### config.mk
export PLATFORM = sky130hd
export DESIGN_NAME = latest_wins_double_buffer_unit
export DESIGN_NICKNAME = d
export VERILOG_FILES = /design/src/rtl/lwdb_pkg.sv /design/src/rtl/latest_wins_double_buffer_unit.sv
export SDC_FILE = /design/constraint.sdc
export NUM_CORES = 2
export LEC_CHECK = 0
export BUFFER_PORTS_ARGS = -buffer_cell sky130_fd_sc_hd__buf_2
export CAP_MARGIN = 20
export CELL_PAD_IN_SITES_DETAIL_PLACEMENT = 0
export CELL_PAD_IN_SITES_GLOBAL_PLACEMENT = 1
export CORE_MARGIN = 1
export CORE_UTILIZATION = 55
export CTS_CLUSTER_DIAMETER = 150
export DETAILED_ROUTE_END_ITERATION = 10
export GPL_ROUTABILITY_DRIVEN = 0
export PLACE_DENSITY_LB_ADDON = 0.08
export RECOVER_POWER = 100
export SKIP_LAST_GASP = 1
export SYNTH_ARGS = -nofsm -noshare
export SYNTH_HDL_FRONTEND = slang
export SYNTH_SLANG_ARGS = --single-unit
### constraint.sdc
create_clock -name clk -period 12.99 [get_ports clk]
set_input_delay 0.6495 -clock clk [delete_from_list [all_inputs] [get_ports clk]]
set_output_delay 0.6495 -clock clk [all_outputs]
set_load 0.05 [all_outputs]
### src/rtl/lwdb_pkg.sv
// package for the latest-wins double-buffer mailbox
// holds request/result structs, opcode and status codes, default sizing
// no dependencies
package lwdb_pkg;

	localparam int unsigned SET_WORDS_DEF = 32;

	typedef enum logic [1:0] {
		OP_WORD    = 2'd0,
		OP_PUBLISH = 2'd1,
		OP_APPLY   = 2'd2,
		OP_NONE    = 2'd3
	} lwdb_op_t;

	typedef enum logic [2:0] {
		ST_ACCEPTED = 3'd0,
		ST_REFUSED  = 3'd1,
		ST_NOTHING  = 3'd2,
		ST_APPLIED  = 3'd3,
		ST_EMPTY    = 3'd4
	} lwdb_status_t;

	typedef struct packed {
		logic [1:0]  opcode;
		logic [31:0] word;
		logic        final_word;
	} lwdb_in_t;

	typedef struct packed {
		logic [2:0]  status;
		logic [4:0]  position;
		logic [31:0] data;
		logic        run_end;
	} lwdb_out_t;

	typedef enum logic [2:0] {
		FSM_IDLE = 3'b001,
		FSM_READ = 3'b010,
		FSM_LOAD = 3'b100
	} lwdb_fsm_t;

endpackage

### src/rtl/latest_wins_double_buffer_unit.sv
// latest-wins double buffer: set words are written while idle; publish and empty apply
// give their single result in the cycle after the request; an apply run replays each
// word (store read, then load into the output register) from the store's read port
// any request is stalled while a run is being replayed or a result waits untaken
// async active-low reset clears counters, lengths and flags; store contents stay undefined
// uses lwdb_pkg
module latest_wins_double_buffer_unit import lwdb_pkg::*; #(
	parameter int unsigned SET_WORDS = SET_WORDS_DEF
) (
	input  logic      clk,
	input  logic      arst_n,
	input  logic      in_valid,
	output logic      in_ready,
	input  lwdb_in_t  in_item,
	output logic      out_valid,
	input  logic      out_ready,
	output lwdb_out_t out_item
);

	localparam int unsigned SLOT_CAP = (SET_WORDS > 32) ? 32 : SET_WORDS;
	localparam int unsigned DEPTH    = 2 * SET_WORDS;
	localparam int unsigned ADDR_W   = $clog2(DEPTH);

	logic [31:0] store_mem [DEPTH];
	logic [31:0] rdata_q;

	lwdb_fsm_t   fsm_q;
	logic [5:0]  slot_len_q [2];
	logic [1:0]  pub_q, con_q;
	logic [5:0]  fill_q;
	logic        open_q, refused_q;
	logic [4:0]  rd_pos_q;
	logic [5:0]  rd_len_q;
	logic        rd_slot_q;
	logic        out_valid_q;
	lwdb_out_t   out_q;

	logic        accept, out_free, full, wr_slot, refuse_now, do_write, wr_en;
	logic        out_set;
	logic [5:0]  fill_cur, fill_new;
	logic [1:0]  diff;
	logic        newest;
	logic [ADDR_W-1:0] wr_addr, rd_addr;
	logic        rd_last;

	assign out_free  = !out_valid_q || out_ready;
	assign in_ready  = (fsm_q == FSM_IDLE) && out_free;
	assign accept    = in_valid && in_ready;
	assign out_valid = out_valid_q;
	assign out_item  = out_q;

	assign diff       = pub_q - con_q;
	assign full       = diff[1];
	assign wr_slot    = pub_q[0];
	assign newest     = ~pub_q[0];
	assign fill_cur   = open_q ? fill_q : 6'd0;
	assign refuse_now = open_q ? refused_q : full;
	assign do_write   = !refuse_now && (fill_cur < 6'(SLOT_CAP));
	assign fill_new   = do_write ? fill_cur + 6'd1 : fill_cur;
	assign wr_en      = accept && (in_item.opcode == OP_WORD) && do_write;
	assign wr_addr    = (wr_slot ? ADDR_W'(SET_WORDS) : '0) + ADDR_W'(fill_cur);
	assign rd_addr    = (rd_slot_q ? ADDR_W'(SET_WORDS) : '0) + ADDR_W'(rd_pos_q);
	assign rd_last    = ({1'b0, rd_pos_q} + 6'd1) == rd_len_q;

	// a result is loaded by a closing request or by each replayed word
	assign out_set = (accept && ((in_item.opcode == OP_WORD && in_item.final_word) ||
		(in_item.opcode == OP_PUBLISH) ||
		(in_item.opcode == OP_APPLY && (pub_q == con_q || slot_len_q[newest] == 6'd0)))) ||
		(fsm_q == FSM_LOAD && out_free);

	// parameter store, one write and one registered read port
	always_ff @(posedge clk) begin
		if (wr_en) begin
			store_mem[wr_addr] <= in_item.word;
		end
		if (fsm_q == FSM_READ) begin
			rdata_q <= store_mem[rd_addr];
		end
	end

	always_ff @(posedge clk or negedge arst_n) begin
		if (!arst_n) begin
			fsm_q         <= FSM_IDLE;
			slot_len_q[0] <= '0;
			slot_len_q[1] <= '0;
			pub_q         <= '0;
			con_q         <= '0;
			fill_q        <= '0;
			open_q        <= 1'b0;
			refused_q     <= 1'b0;
			rd_pos_q      <= '0;
			rd_len_q      <= '0;
			rd_slot_q     <= 1'b0;
			out_valid_q   <= 1'b0;
		end else begin
			if (out_set) begin
				out_valid_q <= 1'b1;
			end else if (out_valid_q && out_ready) begin
				out_valid_q <= 1'b0;
			end
			unique case (fsm_q)
				FSM_IDLE: begin
					if (accept) begin
						unique case (in_item.opcode)
							OP_WORD: begin
								if (in_item.final_word) begin
									open_q      <= 1'b0;
									refused_q   <= 1'b0;
									fill_q      <= '0;
									if (!refuse_now) begin
										slot_len_q[wr_slot] <= fill_new;
										pub_q               <= pub_q + 2'd1;
									end
								end else begin
									open_q    <= 1'b1;
									refused_q <= refuse_now;
									fill_q    <= fill_new;
								end
							end
							OP_PUBLISH: begin
								// any open set is dropped
								open_q      <= 1'b0;
								refused_q   <= 1'b0;
								fill_q      <= '0;
								if (!full) begin
									slot_len_q[wr_slot] <= '0;
									pub_q               <= pub_q + 2'd1;
								end
							end
							OP_APPLY: begin
								if (pub_q != con_q && slot_len_q[newest] != 6'd0) begin
									fsm_q <= FSM_READ;
								end
								con_q     <= pub_q;
								rd_pos_q  <= '0;
								rd_len_q  <= slot_len_q[newest];
								rd_slot_q <= newest;
							end
							OP_NONE: begin
							end
							default: begin
							end
						endcase
					end
				end
				FSM_READ: begin
					fsm_q <= FSM_LOAD;
				end
				FSM_LOAD: begin
					if (out_free) begin
						if (rd_last) begin
							fsm_q <= FSM_IDLE;
						end else begin
							rd_pos_q <= rd_pos_q + 5'd1;
							fsm_q    <= FSM_READ;
						end
					end
				end
				default: begin
					fsm_q <= FSM_IDLE;
				end
			endcase
		end
	end

	// result payload
	always_ff @(posedge clk) begin
		if (fsm_q == FSM_LOAD && out_free) begin
			out_q.status   <= ST_APPLIED;
			out_q.position <= rd_pos_q;
			out_q.data     <= rdata_q;
			out_q.run_end  <= rd_last;
		end else if (accept) begin
			out_q.position <= '0;
			out_q.data     <= '0;
			out_q.run_end  <= 1'b1;
			unique case (in_item.opcode)
				OP_WORD:    out_q.status <= refuse_now ? ST_REFUSED : ST_ACCEPTED;
				OP_PUBLISH: out_q.status <= full ? ST_REFUSED : ST_ACCEPTED;
				OP_APPLY:   out_q.status <= (pub_q == con_q) ? ST_NOTHING : ST_EMPTY;
				OP_NONE:    out_q.status <= ST_NOTHING;
				default:    out_q.status <= ST_NOTHING;
			endcase
		end
	end

endmodule
==> qor.yml <==
status: "finished with violations"
violations: "max-capacitance violations, max-slew violations"
setup-tns-final_ps: 0
final_max_slew_viol_count: 4122
path_class: "register to register"
wl_mm: 227
cts_root_buf: "clkbuf_16"
ant_nets: 0
pin_count: 82
post_cts.repair.setup_buffers: 0
rsz0062_at_grt: "false"
path_cells: "nand2b_1 -> nand4_1 -> nor4_1 -> nand4b_1 -> clkbuf_1 -> nor2_1"
crit_required_ps: 13340
cp.depth: 6
yosysWarnings: 0
stdcell_area_sq_um: 91100
power_density_nw_per_um2: 162
slowest_stage: "nor2_1"
cts.clk_slew.worst_paths_ps: 60
worstSkewPairLatency_ps: 850
final_common_cell: "edfxtp_1"
io_buffers: 81
num_rows: 141
start_util_pct: 55.6
syn2layout_area_growth_pct: 10.6
utilization_pct: 61.5
dieArea_sq_um: 151000
synth.area.mux_share_pct: 14.6
crit_arrival_ps: 8690
grt_pass1_vias: 39500
hold_path.class: "input pin to register"
track_usage_pct: 30.2
leakage_nw: 27.6
clock_path_buffers: 3
switchingPower_mw: 3.43
dp_hpwl_mm: 134
gr-total-overflow: 0
tightest_slew_ps: 4440
comb_power_share_pct: 7.4
stdcell_count: 5976
htree_levels: 4
synth-xor-area-share_pct: 0.205
fp.dieH_um: 389
layout_common_cells: "2,118 x edfxtp_1, 510 x mux4_2, 216 x clkbuf_16, 177 x clkbuf_1, 137 x a21oi_1"
grt_max_degree: 120
ys_types: 68
sw_frac_of_total_pct: 23.2
r2r-start: "out_valid$_DFFE_PN0P_"
critPathLaunchType: "register"
period_minus_slack_ps: 8330
ys_seq_area_share_pct: 78.5
yosys.area_share.simple_pct: 1.73
cts_hold_buffers: 1
min_from: "in_item[0]"
core_sq_um: 148000
layout.nets: 3896
netlist_instances: 3674
via_per_inst: 6.83
synth_top_family_by_area: "multiplexers"
whs_path_depth: 2
rrSetupSlack_ps: 4660
dpl_cell_area_sq_um: 85500
peakVddDrop_mv: 0.143
ctsResizeCount: 0
first_pass_iters: 6
ys.flop_type: "edfxtp_1"
slew-limit-headroom_pct: -196
synthAdderAreaFrac_pct: 0.0455
antenna_found_initial: 24
holdPathEnd: "fill_q[0]$_DFFE_PN0P_"
setup_viol: 0
fmax_ghz: 0.120
cts_buffers: 211
cts_sinks: 2161
ys_ff_latch: 2161
drt-initial-drc-count: 5542
syn_area_sq_um: 82400
rr_worst_depth: 6
synth-compound-area-share_pct: 3.48
internal_power_mw: 11.3
synth_edf_count: 2118
cp_num_buf_inv: 1
seqPwrFrac_pct: 53.2
drc_errors: 0
fin_crit_sh_pct: 64.1
finalHoldViolations: 0
synth.avg_cell_area_sq_um: 22.4
r2r-end: "store_mem[3][15]$_DFFE_PP_"
async_flop_share_pct: 1.85
drive_gt1_share_pct: 21.6
cp_max_fo: 44
power_frac_clock_pct: 39.4
synth_nets: 3716
finalClockSkew_ps: 37.4
grt_pass1_wl_mm: 313
maxCapViolations: 104
die_w_um: 389
num_vias: 40800
cp_top_family: "simple AND/OR/NAND/NOR gates"
cts_tree: "built"
placed_cells: 5549
cp_slowest_stage_delay_ps: 2500
crit_path_end_kind: "register"
fillers: 10200
drt-wirelength-per-cell_um: 38.0
## registers in the layout (all words and copies together), names as in the netlist
| signal | count |
|---|---|
| rd_pos_q | 5 |
| rd_slot_q | 1 |
| slot_len_q | 12 |
| rd_len_q | 6 |
| fsm_q | 3 |
| refused_q | 1 |
| out_valid | 1 |
| con_q | 2 |
| fill_q | 6 |
| open_q | 1 |
| store_mem | 2048 |
| out_item | 41 |
| pub_q | 2 |
| rdata_q | 32 |
## kinds of logic after synthesis
group / Yosys count
flip-flops: 2161
multiplexers: 565
AO/OA/AOI/OAI: 417
AND/OR/NAND/NOR: 284
buffers and inverters: 228
XOR/XNOR: 16
adder cells (fa/ha/maj): 3
## Yosys cell counts (all sizes together) (3+ instances only)
cell / number / area, sq um
edfxtp: 2118 / 63600
mux4: 510 / 11500
a21oi: 137 / 686
buf: 133 / 850
nor2: 109 / 409
clkbuf: 81 / 309
a22o: 68 / 596
a221oi: 63 / 552
o22ai: 63 / 394
mux2i: 54 / 541
nand2: 52 / 195
and3: 40 / 250
dfrtp: 39 / 976
o221ai: 32 / 280
o21ai: 26 / 130
inv: 14 / 52.6
nand2b: 11 / 68.8
nor2b: 10 / 62.6
nand3: 9 / 45.0
nor4: 9 / 62.6
xnor2: 9 / 78.8
nor3: 7 / 35.0
a31oi: 6 / 37.5
nand3b: 6 / 45.0
and2: 5 / 31.3
nor3b: 5 / 37.5
o31ai: 5 / 42.5
xor2: 5 / 43.8
nand4: 4 / 25.0
or2: 4 / 25.0
or3b: 4 / 35.0
dfxtp: 3 / 60.1
ha: 3 / 37.5
o211ai: 3 / 22.5
## worst reg2reg max path, delay by kind of cell, from the launching register on
| kind | cells | cell delay, ps |
|---|---|---|
| and+or+nand+nor | 5 | 6970 |
| buffers and inverters | 1 | 450 |
| DFF | 1 | 400 |
## stage by stage
| step | power (mW) | setup WS [ps] | hold slack [ps] |
|---|---|---|---|
| 2_1_floorplan | 8.57 | 7450 | 354 |
| 3_3_place_gp | 9.07 | 7330 | 478 |
| 3_5_place_dp | 9.09 | 7330 | 493 |
| 4_1_cts | 14.8 | 7720 | 41.1 |
| 5_1_grt | 15.1 | 4510 | 89.2 |
| 6_report | 14.8 | 4660 | 93.8 |
## power by group through the flow
stage	combinational, mW	sequential, mW	clock (mW)
floorplan	0.559	8.01	0
detailed placement	1.11	7.98	0
CTS	1.12	7.83	5.85
finish	1.09	7.85	5.81
global route	1.14	7.86	6.11
global placement	1.10	7.97	0
## per-layer routing
layer	up-vias	part of all wire, %	global-route usage [%]	routed length [um]
met4	12	4.6	12.1	10400
li1	16100	-	-	-
met2	2508	46	45.0	104000
met1	21800	39	44.7	88800
met5	-	0.040	0	91
met3	394	10	5.95	23500
## worst max-delay path by stage
| stage | from | endpoint | slack (ps) |
|---|---|---|---|
| floorplan | pub_q[0]$_DFFE_PN0P_ | store_mem[33][0]$_DFFE_PP_ | 7450 |
| global placement | out_ready | store_mem[6][12]$_DFFE_PP_ | 7330 |
| detailed placement | out_ready | store_mem[3][16]$_DFFE_PP_ | 7330 |
| CTS | out_valid$_DFFE_PN0P_ | store_mem[3][26]$_DFFE_PP_ | 7720 |
| global route | out_valid$_DFFE_PN0P_ | store_mem[2][16]$_DFFE_PP_ | 4510 |
| finish | out_valid$_DFFE_PN0P_ | store_mem[3][15]$_DFFE_PP_ | 4660 |
## layout make-up
class                   count  area [sq um]  share of cell area (%)
well taps                1930          2410                    2.65
flip-flops and latches   2161         64700                    71.0
clock buffers             265          5590                    6.13
multi-input cells        1285         16600                    18.2
repair buffers            181           903                   0.991
clock inverters           128           916                    1.01
inverters                  14          52.6                  0.0577
diodes                     12          30.0                  0.0330
Note: power is estimated with default switching activity, not from simulation.
